## src/rtl/gspc_pkg.sv

```systemverilog
`timescale 1ns / 1ps
// ----------------------------------------------------------------------------
// gspc_pkg
// shared types, codes and frame tables of the gamepad serial poll controller
// ----------------------------------------------------------------------------
package gspc_pkg;

  typedef enum logic [1:0] {
    CMD_IDLE   = 2'd0,
    CMD_POLL   = 2'd1,
    CMD_CONFIG = 2'd2,
    CMD_RSVD   = 2'd3
  } cmd_e;

  typedef enum logic [1:0] {
    ST_OK       = 2'd0,
    ST_BAD      = 2'd1,
    ST_NO_CTRL  = 2'd2,
    ST_NOT_ANLG = 2'd3
  } status_e;

  localparam logic [2:0] REG_GAP     = 3'd0;
  localparam logic [2:0] REG_TPM     = 3'd1;
  localparam logic [2:0] REG_MAXERR  = 3'd2;
  localparam logic [2:0] REG_TIMEOUT = 3'd3;
  localparam logic [2:0] REG_PWRUP   = 3'd4;

  localparam logic [7:0] MODE_DIG  = 8'h41;
  localparam logic [7:0] MODE_ANA  = 8'h73;
  localparam logic [7:0] MODE_ANP  = 8'h79;
  localparam logic [7:0] ACK_BYTE  = 8'h5A;
  localparam logic [3:0] MAX_DELAY = 4'd11;
  localparam logic [3:0] MAX_TRIES = 4'd10;

  typedef struct packed {
    logic [7:0]  gap_ticks;
    logic [15:0] ticks_per_ms;
    logic [7:0]  max_errors;
    logic [15:0] link_timeout_ms;
    logic [9:0]  power_up_ms;
  } cfg_t;

  typedef struct packed {
    logic [1:0]  command;
    logic        dat_in;
  } in_t;

  typedef struct packed {
    logic        att_out;
    logic        clk_out;
    logic        cmd_out;
    logic        done_res;
    logic [1:0]  status;
    logic [7:0]  mode_byte;
    logic [15:0] buttons;
    logic [15:0] pressed_mask;
    logic [15:0] released_mask;
    logic [31:0] stick_bytes;
    logic [7:0]  error_count;
    logic        connected;
  } res_t;

  function automatic logic [7:0] frame_byte(input logic [1:0] kind, input logic [3:0] idx);
    logic [7:0] b;
    b = 8'h00;
    case (kind)
      2'd0: case (idx)
        4'd0: b = 8'h01; 4'd1: b = 8'h42; default: b = 8'h00;
      endcase
      2'd1: case (idx)
        4'd0: b = 8'h01; 4'd1: b = 8'h43; 4'd3: b = 8'h01; default: b = 8'h00;
      endcase
      2'd2: case (idx)
        4'd0: b = 8'h01; 4'd1: b = 8'h44; 4'd3: b = 8'h01; 4'd4: b = 8'h03;
        default: b = 8'h00;
      endcase
      default: case (idx)
        4'd0: b = 8'h01; 4'd1: b = 8'h43; 4'd2, 4'd3: b = 8'h00;
        default: b = 8'h5A;
      endcase
    endcase
    return b;
  endfunction

  function automatic logic [3:0] frame_len(input logic [1:0] kind);
    return (kind == 2'd1) ? 4'd5 : 4'd9;
  endfunction

  function automatic logic mode_valid(input logic [7:0] m);
    return (m == MODE_DIG) || (m == MODE_ANA) || (m == MODE_ANP);
  endfunction

endpackage

```

## src/rtl/gspc_if.sv

```systemverilog
`timescale 1ns / 1ps
// ----------------------------------------------------------------------------
// gspc_in_if / gspc_res_if
// valid/ready channels for tick beats and result beats
// ----------------------------------------------------------------------------
interface gspc_in_if;
  logic           valid;
  logic           ready;
  gspc_pkg::in_t  payload;
  modport source (output valid, output payload, input ready);
  modport sink   (input valid, input payload, output ready);
endinterface

interface gspc_res_if;
  logic           valid;
  logic           ready;
  gspc_pkg::res_t payload;
  modport source (output valid, output payload, input ready);
  modport sink   (input valid, input payload, output ready);
endinterface

```

## src/rtl/gamepad_serial_poll_controller_unit.sv

```systemverilog
`timescale 1ns / 1ps
// ----------------------------------------------------------------------------
// gamepad_serial_poll_controller_unit
// host side of a game controller serial link, one protocol tick per beat
// ----------------------------------------------------------------------------
// Each input beat is one protocol tick carrying a command and the sampled data
// line; each accepted beat yields exactly one result beat with the line levels
// and status for that tick. One beat per clock is sustained while the result
// side keeps taking beats: the tick logic sits between the state registers and
// a two-entry output stage, so a new tick is taken while a previous result still
// waits downstream. A result beat is registered into the main output register,
// or into the skid register while the main one is held, and the input only
// stalls while both output entries are full. Configure via the apb port only while idle.
module gamepad_serial_poll_controller_unit (
  input  logic              clk_i,
  input  logic              rst_ni,
  gspc_in_if.sink           in_if,
  gspc_res_if.source        res_if,
  input  logic              psel,
  input  logic              penable,
  input  logic              pwrite,
  input  logic [4:0]        paddr,
  input  logic [31:0]       pwdata,
  output logic [31:0]       prdata,
  output logic              pready
);
  gspc_pkg::cfg_t cfg;
  gspc_pkg::res_t res;
  logic           step;

  gspc_cfg_regs u_cfg (
    .clk_i, .rst_ni, .psel, .penable, .pwrite, .paddr, .pwdata, .prdata, .pready,
    .cfg_o(cfg)
  );

  // output stage: main register plus skid register
  gspc_pkg::res_t out_q, skid_q;
  logic           out_vld_q, skid_vld_q;

  // accept while the skid slot is free
  assign in_if.ready = !skid_vld_q;
  assign step        = in_if.valid && in_if.ready;

  gspc_core u_core (
    .clk_i, .rst_ni, .cfg_i(cfg), .step_i(step), .in_i(in_if.payload), .res_o(res)
  );

  assign res_if.valid   = out_vld_q;
  assign res_if.payload = out_q;

  always_ff @(posedge clk_i or negedge rst_ni) begin
    if (!rst_ni) begin
      out_vld_q  <= 1'b0;
      skid_vld_q <= 1'b0;
    end else begin
      if (!out_vld_q || res_if.ready) begin
        if (skid_vld_q) begin
          out_vld_q  <= 1'b1;
          skid_vld_q <= step;
        end else begin
          out_vld_q <= step;
        end
      end else if (step) begin
        skid_vld_q <= 1'b1;
      end
    end
  end

  always_ff @(posedge clk_i) begin
    if (!out_vld_q || res_if.ready) begin
      if (skid_vld_q) begin
        out_q <= skid_q;
        if (step) skid_q <= res;
      end else if (step) begin
        out_q <= res;
      end
    end else if (step) begin
      skid_q <= res;
    end
  end
endmodule

```

## src/rtl/gspc_cfg_regs.sv

```systemverilog
`timescale 1ns / 1ps
// ----------------------------------------------------------------------------
// gspc_cfg_regs
// apb register file holding the link timing and error limit configuration
// ----------------------------------------------------------------------------
module gspc_cfg_regs (
  input  logic             clk_i,
  input  logic             rst_ni,
  input  logic             psel,
  input  logic             penable,
  input  logic             pwrite,
  input  logic [4:0]       paddr,
  input  logic [31:0]      pwdata,
  output logic [31:0]      prdata,
  output logic             pready,
  output gspc_pkg::cfg_t   cfg_o
);
  gspc_pkg::cfg_t cfg_q;
  logic [2:0] idx;
  assign idx    = paddr[4:2];
  assign pready = 1'b1;
  assign cfg_o  = cfg_q;

  always_ff @(posedge clk_i or negedge rst_ni) begin
    if (!rst_ni) begin
      cfg_q.gap_ticks       <= 8'd4;
      cfg_q.ticks_per_ms    <= 16'd200;
      cfg_q.max_errors      <= 8'd3;
      cfg_q.link_timeout_ms <= 16'd250;
      cfg_q.power_up_ms     <= 10'd100;
    end else if (psel && penable && pwrite) begin
      case (idx)
        gspc_pkg::REG_GAP:     cfg_q.gap_ticks       <= pwdata[7:0];
        gspc_pkg::REG_TPM:     cfg_q.ticks_per_ms    <= pwdata[15:0];
        gspc_pkg::REG_MAXERR:  cfg_q.max_errors      <= pwdata[7:0];
        gspc_pkg::REG_TIMEOUT: cfg_q.link_timeout_ms <= pwdata[15:0];
        gspc_pkg::REG_PWRUP:   cfg_q.power_up_ms     <= pwdata[9:0];
        default: ;
      endcase
    end
  end

  always_comb begin
    case (idx)
      gspc_pkg::REG_GAP:     prdata = {24'd0, cfg_q.gap_ticks};
      gspc_pkg::REG_TPM:     prdata = {16'd0, cfg_q.ticks_per_ms};
      gspc_pkg::REG_MAXERR:  prdata = {24'd0, cfg_q.max_errors};
      gspc_pkg::REG_TIMEOUT: prdata = {16'd0, cfg_q.link_timeout_ms};
      gspc_pkg::REG_PWRUP:   prdata = {22'd0, cfg_q.power_up_ms};
      default:               prdata = 32'd0;
    endcase
  end
endmodule

```

## src/rtl/gspc_core.sv

```systemverilog
`timescale 1ns / 1ps
// ----------------------------------------------------------------------------
// gspc_core
// per-tick protocol sequencer: one accepted tick updates all state
// ----------------------------------------------------------------------------
module gspc_core (
  input  logic            clk_i,
  input  logic            rst_ni,
  input  gspc_pkg::cfg_t  cfg_i,
  input  logic            step_i,
  input  gspc_pkg::in_t   in_i,
  output gspc_pkg::res_t  res_o
);
  typedef enum logic [2:0] {
    PH_IDLE, PH_PWRUP, PH_BEGIN, PH_BIT, PH_BYTEGAP, PH_END, PH_CMDDELAY
  } phase_e;

  phase_e      phase_q, phase_d;
  logic [3:0]  byte_q, byte_d;
  logic [2:0]  bit_q, bit_d;
  logic [1:0]  sub_q, sub_d;
  logic [15:0] wait_q, wait_d;
  logic [9:0]  msl_q, msl_d;
  logic [7:0]  rx_q, rx_d;
  logic [7:0]  fb_q [9];
  logic [7:0]  fb_d [9];
  logic [7:0]  mode_q, mode_d, err_q, err_d;
  logic [15:0] btn_q, btn_d, prev_q, prev_d, msg_q, msg_d, mtc_q, mtc_d;
  logic [3:0]  dly_q, dly_d, att_q, att_d;
  logic [2:0]  seq_q, seq_d;
  logic        link_q, link_d, fpo_q, fpo_d, opc_q, opc_d;

  logic [7:0]  gap;
  logic [15:0] tpm;
  assign gap = (cfg_i.gap_ticks == 8'd0) ? 8'd1 : cfg_i.gap_ticks;
  assign tpm = (cfg_i.ticks_per_ms == 16'd0) ? 16'd1 : cfg_i.ticks_per_ms;

  always_comb begin
    logic        att, clk, cmdl, done, ok, bad, msdone, gostart;
    logic [1:0]  st, kind;
    logic [7:0]  m, nerr, tx;
    logic [15:0] chg, wdec;
    logic [3:0]  nb;
    phase_d = phase_q; byte_d = byte_q; bit_d = bit_q; sub_d = sub_q;
    wait_d = wait_q; msl_d = msl_q; rx_d = rx_q; fb_d = fb_q;
    mode_d = mode_q; err_d = err_q; btn_d = btn_q; prev_d = prev_q;
    msg_d = msg_q; mtc_d = mtc_q; dly_d = dly_q; att_d = att_q; seq_d = seq_q;
    link_d = link_q; fpo_d = fpo_q; opc_d = opc_q;
    att = 1'b1; clk = 1'b1; cmdl = 1'b1; done = 1'b0; st = gspc_pkg::ST_OK;
    ok = 1'b0; bad = 1'b0; msdone = 1'b0; gostart = 1'b0; m = fb_q[1];
    nerr = err_q; nb = byte_q; tx = 8'd0;

    if ({1'b0, mtc_q} + 17'd1 >= {1'b0, tpm}) begin
      mtc_d = 16'd0;
      if (msg_q != 16'hFFFF) msg_d = msg_q + 16'd1;
    end else begin
      mtc_d = mtc_q + 16'd1;
    end

    // idle start: resolved into the entry phase, then handled in the same tick
    if (phase_q == PH_IDLE && in_i.command == gspc_pkg::CMD_POLL) begin
      opc_d = 1'b0;
      prev_d = btn_q;
      phase_d = PH_BEGIN; wait_d = {8'd0, gap};
    end else if (phase_q == PH_IDLE && in_i.command == gspc_pkg::CMD_CONFIG) begin
      opc_d = 1'b1; seq_d = 3'd0; fpo_d = 1'b0;
      if (cfg_i.power_up_ms != 10'd0) begin
        phase_d = PH_PWRUP; msl_d = cfg_i.power_up_ms; wait_d = tpm;
      end else begin
        prev_d = btn_q;
        phase_d = PH_BEGIN; wait_d = {8'd0, gap};
      end
    end

    kind = !opc_d ? 2'd0 : (seq_d == 3'd2) ? 2'd1 : (seq_d == 3'd3) ? 2'd2 :
           (seq_d == 3'd4) ? 2'd3 : 2'd0;
    wdec = wait_d - 16'd1;

    case (phase_d)
      PH_PWRUP, PH_CMDDELAY: begin
        wdec = (wait_d != 16'd0) ? wait_d - 16'd1 : 16'd0;
        wait_d = wdec;
        if (wdec == 16'd0) begin
          if (msl_d <= 10'd1) msdone = 1'b1;
          else begin
            msl_d = msl_d - 10'd1; wait_d = tpm;
          end
        end
        if (msdone) begin
          if (phase_d == PH_CMDDELAY) seq_d = seq_d + 3'd1;
          gostart = 1'b1;
        end
      end
      PH_BEGIN: begin
        att = 1'b0;
        wait_d = wdec;
        if (wdec == 16'd0) begin
          phase_d = PH_BIT; byte_d = 4'd0; bit_d = 3'd0; sub_d = 2'd0; rx_d = 8'd0;
        end
      end
      PH_BIT: begin
        att = 1'b0;
        tx = gspc_pkg::frame_byte(kind, byte_d);
        cmdl = (byte_d < 4'd9) ? tx[bit_d] : 1'b1;
        if (sub_d == 2'd0) sub_d = 2'd1;
        else if (sub_d == 2'd1) begin
          clk = 1'b0; sub_d = 2'd2;
        end else begin
          if (in_i.dat_in) rx_d[bit_d] = 1'b1;
          sub_d = 2'd0;
          if (bit_d == 3'd7) begin
            if (kind == 2'd0 && byte_d < 4'd9) fb_d[byte_d] = rx_d;
            phase_d = PH_BYTEGAP; wait_d = {8'd0, gap};
          end else bit_d = bit_d + 3'd1;
        end
      end
      PH_BYTEGAP: begin
        att = 1'b0;
        wait_d = wdec;
        if (wdec == 16'd0) begin
          nb = byte_d + 4'd1; byte_d = nb;
          if (nb >= gspc_pkg::frame_len(kind)) begin
            phase_d = PH_END; wait_d = {8'd0, gap};
          end else begin
            phase_d = PH_BIT; bit_d = 3'd0; sub_d = 2'd0; rx_d = 8'd0;
          end
        end
      end
      PH_END: begin
        wait_d = wdec;
        if (wdec == 16'd0) begin
          if (kind != 2'd0) begin
            phase_d = PH_CMDDELAY;
            msl_d = {6'd0, (dly_d == 4'd0) ? 4'd1 : dly_d};
            wait_d = tpm;
          end else begin
            m = fb_d[1];
            bad = !gspc_pkg::mode_valid(m) || fb_d[2] != gspc_pkg::ACK_BYTE;
            ok = !bad;
            if (bad) begin
              nerr = (err_d != 8'hFF) ? err_d + 8'd1 : err_d;
              err_d = nerr;
              if (nerr >= cfg_i.max_errors) link_d = 1'b0;
            end else begin
              err_d = 8'd0; mode_d = m; btn_d = {fb_d[4], fb_d[3]};
              link_d = 1'b1; msg_d = 16'd0;
            end
            if (!opc_d) begin
              phase_d = PH_IDLE; done = 1'b1;
              st = ok ? gspc_pkg::ST_OK : gspc_pkg::ST_BAD;
            end else if (seq_d == 3'd0) begin
              fpo_d = ok; seq_d = 3'd1; gostart = 1'b1;
            end else if (seq_d == 3'd1) begin
              if (!fpo_d && !ok) begin
                link_d = 1'b0; phase_d = PH_IDLE; done = 1'b1; st = gspc_pkg::ST_NO_CTRL;
              end else begin
                dly_d = 4'd1; att_d = 4'd0; seq_d = 3'd2; gostart = 1'b1;
              end
            end else begin
              if (ok && (mode_d == gspc_pkg::MODE_ANA || mode_d == gspc_pkg::MODE_ANP)) begin
                phase_d = PH_IDLE; done = 1'b1; st = gspc_pkg::ST_OK;
              end else if (att_d >= gspc_pkg::MAX_TRIES) begin
                link_d = 1'b0; phase_d = PH_IDLE; done = 1'b1;
                st = gspc_pkg::mode_valid(mode_d) ? gspc_pkg::ST_NOT_ANLG : gspc_pkg::ST_BAD;
              end else begin
                if (dly_d < gspc_pkg::MAX_DELAY) dly_d = dly_d + 4'd1;
                att_d = att_d + 4'd1; seq_d = 3'd2; gostart = 1'b1;
              end
            end
          end
        end
      end
      default: ;
    endcase

    // frame restart after a wait or a probe; new frame kind from updated step
    if (gostart) begin
      if (!opc_d || !(seq_d == 3'd2 || seq_d == 3'd3 || seq_d == 3'd4)) prev_d = btn_d;
      phase_d = PH_BEGIN; wait_d = {8'd0, gap};
    end

    chg = prev_d ^ btn_d;
    res_o.att_out       = att;
    res_o.clk_out       = clk;
    res_o.cmd_out       = cmdl;
    res_o.done_res      = done;
    res_o.status        = st;
    res_o.mode_byte     = mode_d;
    res_o.buttons       = btn_d;
    res_o.pressed_mask  = chg & ~btn_d;
    res_o.released_mask = chg & ~prev_d;
    res_o.stick_bytes   = {fb_d[8], fb_d[7], fb_d[6], fb_d[5]};
    res_o.error_count   = err_d;
    res_o.connected     = link_d && (msg_d < cfg_i.link_timeout_ms);
  end

  always_ff @(posedge clk_i or negedge rst_ni) begin
    if (!rst_ni) begin
      phase_q <= PH_IDLE; byte_q <= '0; bit_q <= '0; sub_q <= '0; wait_q <= '0;
      msl_q <= '0; rx_q <= '0;
      for (int i = 0; i < 9; i++) fb_q[i] <= 8'hFF;
      mode_q <= '0; err_q <= '0; btn_q <= 16'hFFFF; prev_q <= 16'hFFFF;
      msg_q <= '0; mtc_q <= '0; dly_q <= 4'd1; att_q <= '0; seq_q <= '0;
      link_q <= 1'b0; fpo_q <= 1'b0; opc_q <= 1'b0;
    end else if (step_i) begin
      phase_q <= phase_d; byte_q <= byte_d; bit_q <= bit_d; sub_q <= sub_d;
      wait_q <= wait_d; msl_q <= msl_d; rx_q <= rx_d; fb_q <= fb_d;
      mode_q <= mode_d; err_q <= err_d; btn_q <= btn_d; prev_q <= prev_d;
      msg_q <= msg_d; mtc_q <= mtc_d; dly_q <= dly_d; att_q <= att_d; seq_q <= seq_d;
      link_q <= link_d; fpo_q <= fpo_d; opc_q <= opc_d;
    end
  end
endmodule
```

## src/flat_wrapper.sv

```systemverilog
// flat-port wrapper written by rule: the top's interface ports become plain ports
module gamepad_serial_poll_controller_unit_flat 
  (clk_i, rst_ni, psel, penable, pwrite, paddr, pwdata, prdata, pready, in_if_valid, in_if_payload, in_if_ready, res_if_valid, res_if_payload, res_if_ready);
  gspc_in_if in_if_i ();
  gspc_res_if res_if_i ();
  input  logic clk_i;
  input  logic rst_ni;
  input  logic psel;
  input  logic penable;
  input  logic pwrite;
  input  logic [4:0] paddr;
  input  logic [31:0] pwdata;
  output logic [31:0] prdata;
  output logic pready;
  input wire logic [$bits(in_if_i.valid)-1:0] in_if_valid;
  input wire logic [$bits(in_if_i.payload)-1:0] in_if_payload;
  output wire logic [$bits(in_if_i.ready)-1:0] in_if_ready;
  output wire logic [$bits(res_if_i.valid)-1:0] res_if_valid;
  output wire logic [$bits(res_if_i.payload)-1:0] res_if_payload;
  input wire logic [$bits(res_if_i.ready)-1:0] res_if_ready;
  assign in_if_i.valid = in_if_valid;
  assign in_if_i.payload = in_if_payload;
  assign in_if_ready = in_if_i.ready;
  assign res_if_valid = res_if_i.valid;
  assign res_if_payload = res_if_i.payload;
  assign res_if_i.ready = res_if_ready;
  gamepad_serial_poll_controller_unit u_core (.clk_i(clk_i), .rst_ni(rst_ni), .in_if(in_if_i), .res_if(res_if_i), .psel(psel), .penable(penable), .pwrite(pwrite), .paddr(paddr), .pwdata(pwdata), .prdata(prdata), .pready(pready));
endmodule
```

## config.mk

```make
export PLATFORM = sky130hd
export DESIGN_NAME = gamepad_serial_poll_controller_unit_flat
export DESIGN_NICKNAME = d
export VERILOG_FILES = /design/src/rtl/gspc_pkg.sv /design/src/rtl/gspc_if.sv /design/src/rtl/gamepad_serial_poll_controller_unit.sv /design/src/rtl/gspc_cfg_regs.sv /design/src/rtl/gspc_core.sv /design/src/flat_wrapper.sv
export SDC_FILE = /design/constraint.sdc
export NUM_CORES = 1
export LEC_CHECK = 0
export ABC_AREA = 0
export BUFFER_PORTS_ARGS = -buffer_cell sky130_fd_sc_hd__buf_2
export CAP_MARGIN = 20
export CORE_MARGIN = 1.5
export CORE_UTILIZATION = 45
export DETAILED_ROUTE_END_ITERATION = 6
export PLACE_DENSITY_LB_ADDON = 0.12
export SLEW_MARGIN = 15
export SYNTH_ARGS = -nofsm -noshare
export SYNTH_HDL_FRONTEND = slang
export SYNTH_HIERARCHICAL = 1
export SYNTH_SLANG_ARGS = --single-unit
```

## constraint.sdc

```tcl
create_clock -name clk_i -period 9.3 [get_ports clk_i]
set_input_delay 1.86 -clock clk_i [delete_from_list [all_inputs] [get_ports clk_i]]
set_output_delay 1.86 -clock clk_i [all_outputs]
set_load 0.01 [all_outputs]
```

=== After elaboration in Yosys (flattened, before gate mapping) ===
Index checks and enable logic that the tools add are counted.

* Bits in writable memories: 0
* Logic and storage cells: 416
* Input port bits: 47
* Register bits after elaboration: 478
* Latch bits: 0
* Memories: 0
* Bits in read-only memories: 0

* Div/mod/pow operators: 0
* Add/subtract/negate cells: 11
* Equal/unequal tests: 46
* Reduce and logical (&&, ||, !) cells: 64
* Multipliers: 0
* Magnitude comparators: 12
* Shift operators: 0
* Multiplexer cells: 213
* Bitwise operators: 11

{| class="wikitable"
|+ Operators with widths
! kind !! number
|-
| $mux W103 || 5
|-
| $mux W16 || 31
|-
| $mux W8 || 24
|-
| $mux W32 || 5
|-
| $pmux W16 S5 || 2
|-
| $mux W3 || 35
|-
| $bwmux W72 || 1
|-
| $mux W10 || 7
|-
| $mux W1 || 54
|-
| $mux W4 || 13
|-
| $eq A8 B7 Y1 const B || 6
|-
| $logic_not A16 Y1 || 3
|-
| $pmux W8 S3 || 2
|-
| $pmux W7 S3 || 2
|-
| $mux W2 || 20
|-
| $add A16 B1 Y16 const B || 2
|-
| $and A16 B16 Y16 || 2
|-
| $demux W8 S4 || 1
|-
| $not A16 Y16 || 2
|-
| $pmux W7 S2 || 2
|-
| $eq A3 B2 Y1 const B || 8
|-
| $eq A3 B3 Y1 const B || 7
|-
| $pmux W10 S2 || 1
|-
| $ne A2 B2 Y1 const B || 9
|-
| other kinds (60) || 113
|}

=== Longest topological paths before layout ===
Gate-level depths: netlist of the first run.

* Depth in word-level cells: 35
* Gate-level depth with buffers: 32
* Gate-level depth less buffers: 31

=== Cells and area by module ===
Netlist of the first run, hierarchy kept.

{| class="wikitable"
|+ By module, submodules not included
! module !! area each (µm²) !! cells each !! times used
|-
| gspc_core || 14456.4 || 1728 || 1
|-
| gamepad_serial_poll_controller_unit || 7629.8 || 331 || 1
|-
| gspc_cfg_regs || 2865.2 || 210 || 1
|}

=== Least setup slack after synthesis of the first run ===
No wires, ideal clock.

* Path kind: input to register
* From: in res_if_ready
* To: reg u_core/skid_q[0] (netlist bit), enable pin
* Setup slack: -0.943 ns
* Stages on the path: 2
* Buffers on the path: 0
* Required time: 8.588 ns
* Library setup time: 0.712 ns
* Arrival time: 9.532 ns
* Path through: nand2b_1 -> nor3b_1

* Longest elaborated chain between the ends: 2

{| class="wikitable"
|+ RTL lines
! item !! line !! source
|-
| from (decl) || flat_wrapper.sv:20 || <nowiki>input wire logic [$bits(res_if_i.ready)-1:0] res_if_ready;</nowiki>
|-
| $logic_or A1 B1 Y1 || gamepad_serial_poll_controller_unit.sv:70 || <nowiki>if (!out_vld_q || res_if.ready) begin</nowiki>
|-
| $ne A2 B1 Y1 (no source line) || - ||
|-
| to (signal assigned) || gamepad_serial_poll_controller_unit.sv:73 || <nowiki>if (step) skid_q <= res;</nowiki>
|-
| to (signal assigned) || gamepad_serial_poll_controller_unit.sv:78 || <nowiki>skid_q <= res;</nowiki>
|-
| to (decl) || gamepad_serial_poll_controller_unit.sv:37 || <nowiki>gspc_pkg::res_t out_q, skid_q;</nowiki>
|}

No other way between the ends.
A chain may end at the register's enable or synchronous reset.

==> results of run 1 <==
-- per-layer routing --
| metal | part of all wire (%) | GRT usage, % | up-vias |
|---|---|---|---|
| met3 | 5.8 | 3.170 | 98 |
| met5 | 0 | 0 | - |
| li1 | - | - | 8536 |
| met4 | 2.4 | 6.176 | 0 |
| met1 | 46 | 31.68 | 8870 |
| met2 | 46 | 35.36 | 602 |
-- worst max-delay path, stage by stage --
cell       delay, ns
buf_2           0.12
nor2b_1         0.25
o21ai_2         0.21
a22oi_1         0.32
a21boi_0        0.53
ha_1            0.37
o211ai_1        0.16
nor4_2          0.17
buf_4           0.19
xnor2_1         0.12
nor4_4          0.38
nand3_2         0.27
nor4_4          0.52
nor2_1          0.15
ha_1            0.32
a21oi_1         0.15
nor2b_1         0.06
o21ai_0         0.15
nand2b_1        0.07
a21oi_1         0.14
nor2b_1         0.06
o21ai_0         0.14
nand2b_1        0.07
a2111oi_0       0.68
o31a_1          0.32
mux2_2          0.17
-- report_power, final --
| part | switching, µW | internal [µW] |
|---|---|---|
| sequential | 262 | 2530 |
| clock | 854 | 1230 |
| combinational | 1090 | 769 |
-- through the flow --
step           hold slack [ns]  utilization (%)  instances  total power, µW  worst slack (ns)
2_1_floorplan           0.4386                -       2284             4105             2.151
3_3_place_gp            0.4554            48.00       3092             4617             1.196
3_5_place_dp            0.4629            48.02       3093             4664             1.223
4_1_cts                 0.4792            51.19       3191             6780             1.862
5_1_grt                 0.4944            51.19       3191             7113             1.360
6_report                0.4791            51.19       3191             6734             1.811
-- registers in the layout, summed over array words and instances (netlist names), 2 cells and up --
register and count:
u_core/res_if.payload 103, u_core/skid_q 103, u_core/u_cfg/cfg_o 58, u_core/u_core/att_q 4, u_core/u_core/bit_q 3, u_core/u_core/btn_q 16, u_core/u_core/byte_q 4, u_core/u_core/dly_q 4
u_core/u_core/err_q 8, u_core/u_core/fb_q 64, u_core/u_core/mode_q 8, u_core/u_core/msg_q 16, u_core/u_core/msl_q 10, u_core/u_core/mtc_q 16, u_core/u_core/phase_q 3, u_core/u_core/prev_q 16
u_core/u_core/rx_q 8, u_core/u_core/seq_q 3, u_core/u_core/sub_q 2, u_core/u_core/wait_q 16
-- cells in the mapped netlist, types with 40 or more instances --
cell,instances
nand2_1,276
mux2_2,208
edfxtp_1,206
nor2_1,169
dfrtp_1,152
o21ai_0,145
a21oi_1,113
dfstp_2,112
clkbuf_1,74
inv_1,69
ha_1,63
nor3_1,58
a31oi_1,40
-- final cells by class --
class | count | area (µm²)
multi-input combinational | 1613 | 11180
sequential | 470 | 12940
tap | 748 | 935.9
clock inverter | 16 | 205.2
clock buffer | 82 | 1543
inverter | 70 | 262.8
fill | 4887 | 26840
timing repair buffer | 192 | 1091
-- final timing paths --
kind                                        startpoint                  endpoint  slack (ns)  cells past startpoint
worst max register to register  u_core/u_cfg/cfg_o[44]  u_core/res_if.payload[0]        2.20                     26
min in group asynchronous                       rst_ni    u_core/u_cfg/cfg_o[45]        1.18                      1
worst max-delay path                  in_if_payload[1]  u_core/res_if.payload[0]        1.81                     26
worst min-delay path            u_core/u_core/fb_q[62]    u_core/u_core/fb_q[62]        0.48                      2
worst min register to register  u_core/u_core/fb_q[62]    u_core/u_core/fb_q[62]        0.48                      2
max in group asynchronous                       rst_ni         u_core/skid_vld_q        6.81                      2
-- cells by family after synthesis --
kind of cell             count (synthesis)  synth area share (%)
XOR/XNOR                                44                 1.544
AND/OR/NAND/NOR                        712                 13.80
adder cells (fa/ha/maj)                 63                 3.159
flip-flops                             470                 51.83
other                                    2               0.03010
multiplexers                           278                 12.90
buffers and inverters                  201                 3.826
AO/OA/AOI/OAI                          499                 12.92
==> results.toml, run 1 <==
[route]
dr.pass1.iters = 7
vias_per_cell = 5.674
drc = 0
vias = 18106
final_antenna_net_count = 0
drtIter0Drc = 1503
wirelength_um = 63400
wl_per_cell_um = 19.87

[final_layout]
final_common_cell = "nand2_1"
area_growth_syn_to_layout_pct = 12.82
stdcell_area_um2 = 28150
final_cell_mix = "nand2_1 (276), mux2_2 (208), edfxtp_1 (206), nor2_1 (168), dfrtp_1 (151)"
nets = 2509
layout-drive-gt1-share_pct = 27.75
n_antenna_cell = 0

[placed_design]
place_area_um2 = 26400
io_buffer_count = 149
hpwl_um = 43310
place_congestion = 0.8914

[cts]
cts_sinks = 470
htree_levels = 2
cts_hold_buffers = 0
clock_latency_ns = 0.61
numCtsBuffers = 52
clk_pin_slew_ns = 0.06
cts_resized = 0
postCtsSetupRepairBufs = 0
clockBufferDepth = 3
cts_tree = "built"
root_buffer = "clkbuf_16"

[pwr]
power.leakage_uw = 0.01134
vdd_drop_max_uv = 151.7
power_density_nw_per_um2 = 239.2

[synth]
synth_cells = 2269
ys_seq_elements = 470
netlist_top_cells_area = "edfxtp_1 (25%), dfrtp_1 (15%), dfstp_2 (12%), mux2_2 (9.4%), nand2_1 (4.2%)"
syn_area_per_cell_um2 = 11.00
synth.distinct_cells = 92
syn_area_um2 = 24950
seq_area_frac_synth_pct = 51.83
synth_top_cell_by_area = "edfxtp_1"
synth_edf_count = 206
yosys_warnings = 6
synth.top_cell.area_share_pct = 24.79
synthArstFlopShare_pct = 56.17
ys.flop_type = "edfxtp_1"

[setup_path]
path_class = "primary input to flip-flop"
critPathRequiredTime_ns = 9.78
cp-end-kind = "flip-flop"
cp-start-kind = "primary input"
cp_max_fo = 8
arrival_ns = 7.97

[die]
design.die.area_um2 = 56870
die_h_um = 238.5
core.rowCount = 86
core_area_um2 = 54990
die_w_um = 238.5
ios = 185
start_util_pct = 45.38

[timing]
rsz0062_at_grt = "false"
skew_ns = 0.02906
fin_crit_ns = 7.489
drv_slew = 0
fmax_mhz = 133.5
period_share_pct = 80.53
tns_ns = 0
worst_pin_slew_ns = 1.067
hold_violations = 0
maxSlewHeadroom_pct = 28.84
setup_violations = 0

[hold_path]
hp-class = "flip-flop to flip-flop"

[global_routing]
grt_first_pass_wirelength_um = 99950
track_usage_pct = 22.21
grt_pass1_vias = 17415
grt_max_degree = 148
gr-total-overflow = 0
grt_antenna_before_repair = 1

[outcome]
status = "complete, no violations"

[job]
cap_violations = 0
(Power assumes the default switching activity.)
==> inputs of run 2 (changes only) <==
--- a/config.mk
+++ b/config.mk
@@ -5,7 +5,7 @@
 export SDC_FILE = /design/constraint.sdc
 export NUM_CORES = 1
 export LEC_CHECK = 0
-export ABC_AREA = 0
+export ABC_AREA = 1
 export BUFFER_PORTS_ARGS = -buffer_cell sky130_fd_sc_hd__buf_2
 export CAP_MARGIN = 20
 export CORE_MARGIN = 1.5
==> constraint.sdc (replaced) <==
create_clock -name clk_i -period 6 [get_ports clk_i]
set_input_delay 1.2 -clock clk_i [delete_from_list [all_inputs] [get_ports clk_i]]
set_output_delay 1.2 -clock clk_i [all_outputs]
set_load 0.01 [all_outputs]
==> run 2 against run 1 <==
  * Sequential power increased by 56%
  * Non-clock buffer count increased by 34
  * Final area increased by 4.7%
  * Sequential share of layout area decreased by 2.1 points
  * Register-to-register slack got worse by 1.6 ns
  * Critical endpoint unchanged
  * Synthesized area increased by 4.3%
  * Combinational power increased by 130%
==> results.toml, run 2 <==
[timing]
setup_violations = 0
worst_pin_slew_ns = 0.8692
drv_slew = 0
skew_ns = 0.03817
fmax_mhz = 183.7
hold_ws_ns = 0.4678
rsz0062_at_grt = "false"
maxSlewHeadroom_pct = 42.05
hold_violations = 0
fin_crit_ns = 5.444
tns_ns = 0
period_share_pct = 90.73

[final_layout]
final_cell_mix = "nand2_1 (1098), inv_1 (337), o21ai_0 (284), edfxtp_1 (206), nor2_1 (202)"
final_common_cell = "nand2_1"
utilization_pct = 51.86
area_growth_syn_to_layout_pct = 13.22
layout-drive-gt1-share_pct = 15.98
nets = 3490
fin_cells = 4180
n_antenna_cell = 0

[synth]
synth_commonest_cells = "nand2_1 (1098), inv_1 (339), o21ai_0 (284)"
synth.top_cell.area_share_pct = 23.77
synthArstFlopShare_pct = 56.17
synth_xor_area_share_pct = 0.9423
synthMuxAreaShare_pct = 0.08173
synth-simple-area-share_pct = 26.59
synth_top_cell_by_area = "edfxtp_1"
synth.distinct_cells = 68
syn_area_um2 = 26020
yosys.cell_count.top_type = "nand2_1"
netlist_top_cells_area = "edfxtp_1 (24%), nand2_1 (16%), dfrtp_1 (15%), dfstp_2 (11%), o21ai_0 (5.5%)"
yosys_warnings = 6
synth_compound_area_share_pct = 11.37
syn_area_per_cell_um2 = 8.095
synth_top_family_by_area = "simple AND/OR/NAND/NOR gates"
synthAdderAreaFrac_pct = 3.029
seq_area_frac_synth_pct = 49.69
ys_seq_elements = 470
synth_cells = 3215
ys.flop_type = "edfxtp_1"
synth_edf_count = 206

[cts]
cts_tree = "built"
clock_latency_ns = 0.63
root_buffer = "clkbuf_16"
cts_resized = 0
htree_levels = 2
postCtsSetupRepairBufs = 0
clk_pin_slew_ns = 0.06
cts_sinks = 470
clockBufferDepth = 3
numCtsBuffers = 52
cts_hold_buffers = 0

[setup_path]
arrival_ns = 5.94
cp-start-kind = "flip-flop"
crit_buf_inv = 5
critPathRequiredTime_ns = 6.50
cp-end-kind = "flip-flop"
cp_max_fo = 3
path_class = "flip-flop to flip-flop"
slowest_delay_ns = 0.43
crit_slowest_cell = "or4_1"
regToRegSetupSlack_ns = 0.56
critPathTopFamily = "simple AND/OR/NAND/NOR gates"

[route]
wl_per_cell_um = 16.85
wirelength_um = 70420
vias = 21790
vias_per_cell = 5.213
final_antenna_net_count = 0
drc = 0
dr.pass1.iters = 5
drtIter0Drc = 1603

[hold_path]
hp-class = "flip-flop to flip-flop"

[job]
cap_violations = 0

[global_routing]
grt_first_pass_wirelength_um = 113100
grt_max_degree = 137
track_usage_pct = 23.80
gr-total-overflow = 0
grt_pass1_vias = 20682
grt_antenna_before_repair = 1

[die]
die_w_um = 243.5
core.rowCount = 87
start_util_pct = 45.80
core_area_um2 = 56820
ios = 185
design.die.area_um2 = 59280
die_h_um = 243.5

[pwr]
power.leakage_uw = 0.01365
power_density_nw_per_um2 = 407.9
vdd_drop_max_uv = 230.8

[placed_design]
placedCellCount = 4082
io_buffer_count = 149
hpwl_um = 50200
place_congestion = 0.9340

[outcome]
status = "complete, no violations"
-- run 2: cell types whose count changed after synthesis, moves of 130 or more --
cell and delta:
inv_1 +270, o21ai_0 +139, nand2_1 +822, nand3_1 +130, mux2_2 -207
-- run 2: logic make-up (layout without fill, tap and decap cells) --
kind of cell,after synthesis,in the layout
buffers and inverters,494,688
adders and majority gates,63,63
and+or+nand+nor,1634,1634
xor gates and xnor gates,28,28
AOI/OAI and AO/OA,522,522
other,2,17
muxes,2,2
DFF,470,470
-- run 2: power by group --
group | switching, µW | total, µW | internal [µW]
combinational | 2950 | 4330 | 1380
sequential | 343 | 4340 | 4000
clock | 1360 | 3350 | 1980
-- run 2: final timing paths --
check,start,endpoint,cells after the start
max in group asynchronous,rst_ni,u_core/u_core/mode_q[2],2
worst min register to register,u_core/u_core/fb_q[10],u_core/u_core/fb_q[10],2
worst max register to register,u_core/u_core/mtc_q[2],u_core/res_if.payload[0],29
min in group asynchronous,rst_ni,u_core/u_core/msg_q[2],1
worst max-delay path,u_core/u_core/mtc_q[2],u_core/res_if.payload[0],29
worst min-delay path,u_core/u_core/fb_q[10],u_core/u_core/fb_q[10],2
-- run 2: area by class of cell --
class | instances | area, µm²
fill | 5408 | 27360
inverter | 364 | 1381
clock buffer | 69 | 1465
timing repair buffer | 226 | 1371
tap | 756 | 945.9
sequential | 470 | 12940
multi-input combinational | 2266 | 11010
clock inverter | 29 | 352.8
-- run 2: tightest hold or removal path, delay by kind of cell (launching register included) --
| kind | cells | cell delay [ns] |
|---|---|---|
| flip-flops | 1 | 0.37 |
| AND/OR/NAND/NOR | 2 | 0.10 |
-- run 2: layer usage --
layer | vias to the layer above | track usage [%] | wire length (µm)
met4 | 2 | 8.550 | 2346
met5 | - | 0 | 12
met1 | 10204 | 32.59 | 31870
met3 | 118 | 2.996 | 3364
met2 | 635 | 38.82 | 32820
li1 | 10831 | - | -
-- run 2: stage by stage --
stage | instance area, µm² | setup WS [ns] | total power, µW
finish | 29470 | 0.5561 | 12020
global route | 29470 | 0.05975 | 12840
CTS | 29470 | 0.5846 | 12080
detailed placement | 27650 | 0.1522 | 8676
global placement | 27650 | 0.2212 | 8597
floorplan | 26090 | 0.6226 | 7250
==> inputs of run 3 (changes only) <==
--- a/config.mk
+++ b/config.mk
@@ -15,5 +15,4 @@
 export SLEW_MARGIN = 15
 export SYNTH_ARGS = -nofsm -noshare
 export SYNTH_HDL_FRONTEND = slang
-export SYNTH_HIERARCHICAL = 1
 export SYNTH_SLANG_ARGS = --single-unit
==> run 3 against run 2 <==
  * Register-to-register slack better by 0.04 ns
  * Count of clock-buffer cells in the layout down 2
  * Power down 4.1%
  * Synthesized cell count down 2.1%
  * Worst setup slack better by 0.045 ns
  * Critical path type unchanged
  * Critical endpoint is now u_core.res_if.payload[0]
==> results.toml, run 3 <==
[hold_path]
hp-class = "flip-flop to flip-flop"
min_from = "u_core.u_core.prev_q[11]"

[setup_path]
worstReg2RegStart = "u_core.u_core.mtc_q[2]"
cp_max_fo = 5
slowest_delay_ns = 0.41
cp-start-kind = "flip-flop"
critPathRequiredTime_ns = 6.47
arrival_ns = 5.87
critPathTopFamily = "simple AND/OR/NAND/NOR gates"
path_class = "flip-flop to flip-flop"
cp-end-kind = "flip-flop"
cp-startpoint = "u_core.u_core.mtc_q[2]"
crit_buf_inv = 7
crit_slowest_cell = "or4_1"

[die]
start_util_pct = 45.62
ios = 185
core.rowCount = 87
die_h_um = 242.3
core_area_um2 = 56500
design.die.area_um2 = 58720
die_w_um = 242.3

[synth]
yosys_warnings = 0
synthMuxAreaShare_pct = 0.1262
syn_area_per_cell_um2 = 8.185
synth_commonest_cells = "nand2_1 (846), inv_1 (413), o21ai_0 (412)"
synth_cells = 3149
ys.flop_type = "edfxtp_1"
syn_area_um2 = 25780
yosys.cell_count.top_type = "nand2_1"
ys_seq_elements = 470
synth_compound_area_share_pct = 14.00
netlist_top_cells_area = "edfxtp_1 (24%), dfrtp_1 (15%), nand2_1 (12%), dfstp_2 (11%), o21ai_0 (8.0%)"
synth_top_cell_by_area = "edfxtp_1"
seq_area_frac_synth_pct = 50.17
synth.distinct_cells = 65
synth_top_family_by_area = "simple AND/OR/NAND/NOR gates"
synth_edf_count = 206
synth_xor_area_share_pct = 0.9514
synth-simple-area-share_pct = 22.94
synth.top_cell.area_share_pct = 24.00
synthAdderAreaFrac_pct = 3.058
synthArstFlopShare_pct = 56.17

[timing]
skew_ns = 0.02372
period_share_pct = 89.99
hold_ws_ns = 0.4653
tns_ns = 0
maxSlewHeadroom_pct = 24.91
setup_violations = 0
fmax_mhz = 185.2
worst_pin_slew_ns = 1.126
drv_slew = 0
rsz0062_at_grt = "false"
fin_crit_ns = 5.399
hold_violations = 0

[global_routing]
grt_first_pass_wirelength_um = 114700
gr-total-overflow = 0
grt_antenna_before_repair = 0
grt_max_degree = 140
track_usage_pct = 24.49
grt_pass1_vias = 20831

[pwr]
pwr-share-comb_pct = 35.3
power.leakage_uw = 0.01330
vdd_drop_max_uv = 246.3
p_seq_share_pct = 37.0
p_int_uw = 7136
power.share.switching_pct = 38.08
power_switching_uw = 4388
p_clk_share_pct = 27.7
power_density_nw_per_um2 = 393.1

[route]
drc = 0
dr.pass1.iters = 5
final_antenna_net_count = 0
wl_per_cell_um = 17.68
vias_per_cell = 5.328
drtIter0Drc = 1693
wirelength_um = 72800
vias = 21946

[outcome]
status = "complete, no violations"

[cts]
cts_tree = "built"
htree_levels = 2
clk_pin_slew_ns = 0.06
root_buffer = "clkbuf_16"
cts_sinks = 470
clockBufferDepth = 3
numCtsBuffers = 51
clock_latency_ns = 0.61

[placed_design]
hpwl_um = 51940
place_congestion = 0.9360
io_buffer_count = 149

[final_layout]
layout-drive-gt1-share_pct = 15.43
final_common_cell = "nand2_1"
final_cell_mix = "nand2_1 (845), inv_1 (411), o21ai_0 (411), edfxtp_1 (206), nor2_1 (189)"
area_growth_syn_to_layout_pct = 13.75
n_antenna_cell = 0
nets = 3430

[job]
cap_violations = 0
## run 3: cell count changes after synthesis, sizes merged, moves of 10 or more
cell	previous run	this run
buf	84	50
clkbuf	45	82
inv	358	421
nand2	1125	871
nand3	179	158
nand4	57	67
nor2	224	204
nor3	27	51
o21ai	346	441
o22ai	7	21
## run 3: final timing paths
check                           slack, ns  cells after the start                       end
worst min-delay path                 0.47                      2  u_core.u_core.prev_q[11]
worst min register to register       0.47                      2  u_core.u_core.prev_q[11]
worst max-delay path                 0.60                     32  u_core.res_if.payload[0]
max in group asynchronous            4.10                      2         u_core.skid_vld_q
worst max register to register       0.60                     32  u_core.res_if.payload[0]
min in group asynchronous            0.56                      1    u_core.u_cfg.cfg_o[33]
## run 3: power groups by stage
stage	logic [µW]	clock network (µW)	registers (µW)
2_1_floorplan	2660	0	4280
3_3_place_gp	3940	0	4300
3_5_place_dp	4010	0	4320
4_1_cts	4030	3270	4260
5_1_grt	4550	3390	4310
6_report	4070	3190	4260
## run 3: cell type report
cell class,count,area (µm²)
fillers,5411,27180
inverters,422,1592
flip-flops and latches,470,12940
repair buffers,235,1451
well taps,756,945.9
clock inverters,29,302.8
clock buffers,67,1409
multi-input cells,2140,10680
## run 3: metal layers
metal	part of all wire, %	GRT usage, %	vias up
met4	2.4	7.335	0
met3	5.0	2.648	116
met5	0	0	-
met1	45	33.87	10434
met2	47	40.55	608
li1	-	-	10788
## run 3: logic make-up (layout without fill, tap and decap cells)
logic type / after synthesis / count (layout)
compound gates: 651 / 651
buf+inv: 554 / 753
simple gates: 1378 / 1378
fa+ha+maj: 63 / 63
flops: 470 / 470
other cells: 2 / 17
mux: 3 / 3
xor+xnor: 28 / 28
## run 3: timing repair
action                     in CTS  in global routing
hold buffers                    0                  0
setup endpoints to repair       0                  1
buffers inserted                0                  0
resized for setup               0                  1
hold endpoints to repair        0                  0
## run 3: metrics by stage
stage | total power (µW) | utilization, % | instance area (µm²) | setup slack (ns) | cells
after floorplan | 6936 | - | 25840 | 0.8812 | 3164
after global placement | 8243 | 48.84 | 27590 | 0.3389 | 4022
after detailed placement | 8329 | 48.86 | 27600 | 0.3095 | 4023
after CTS | 11560 | 51.89 | 29310 | 0.5916 | 4119
after global routing | 12250 | 51.90 | 29320 | 0.09668 | 4119
final | 11520 | 51.90 | 29320 | 0.6008 | 4119
## run 3: worst reg2reg max path, delay by kind of cell (launching register included)
family,cells,cell delay [ns]
xor+xnor,1,0.16
compound gates,4,0.50
flops,1,0.38
buf+inv,7,0.65
simple gates,18,3.05
fa+ha+maj,2,0.52
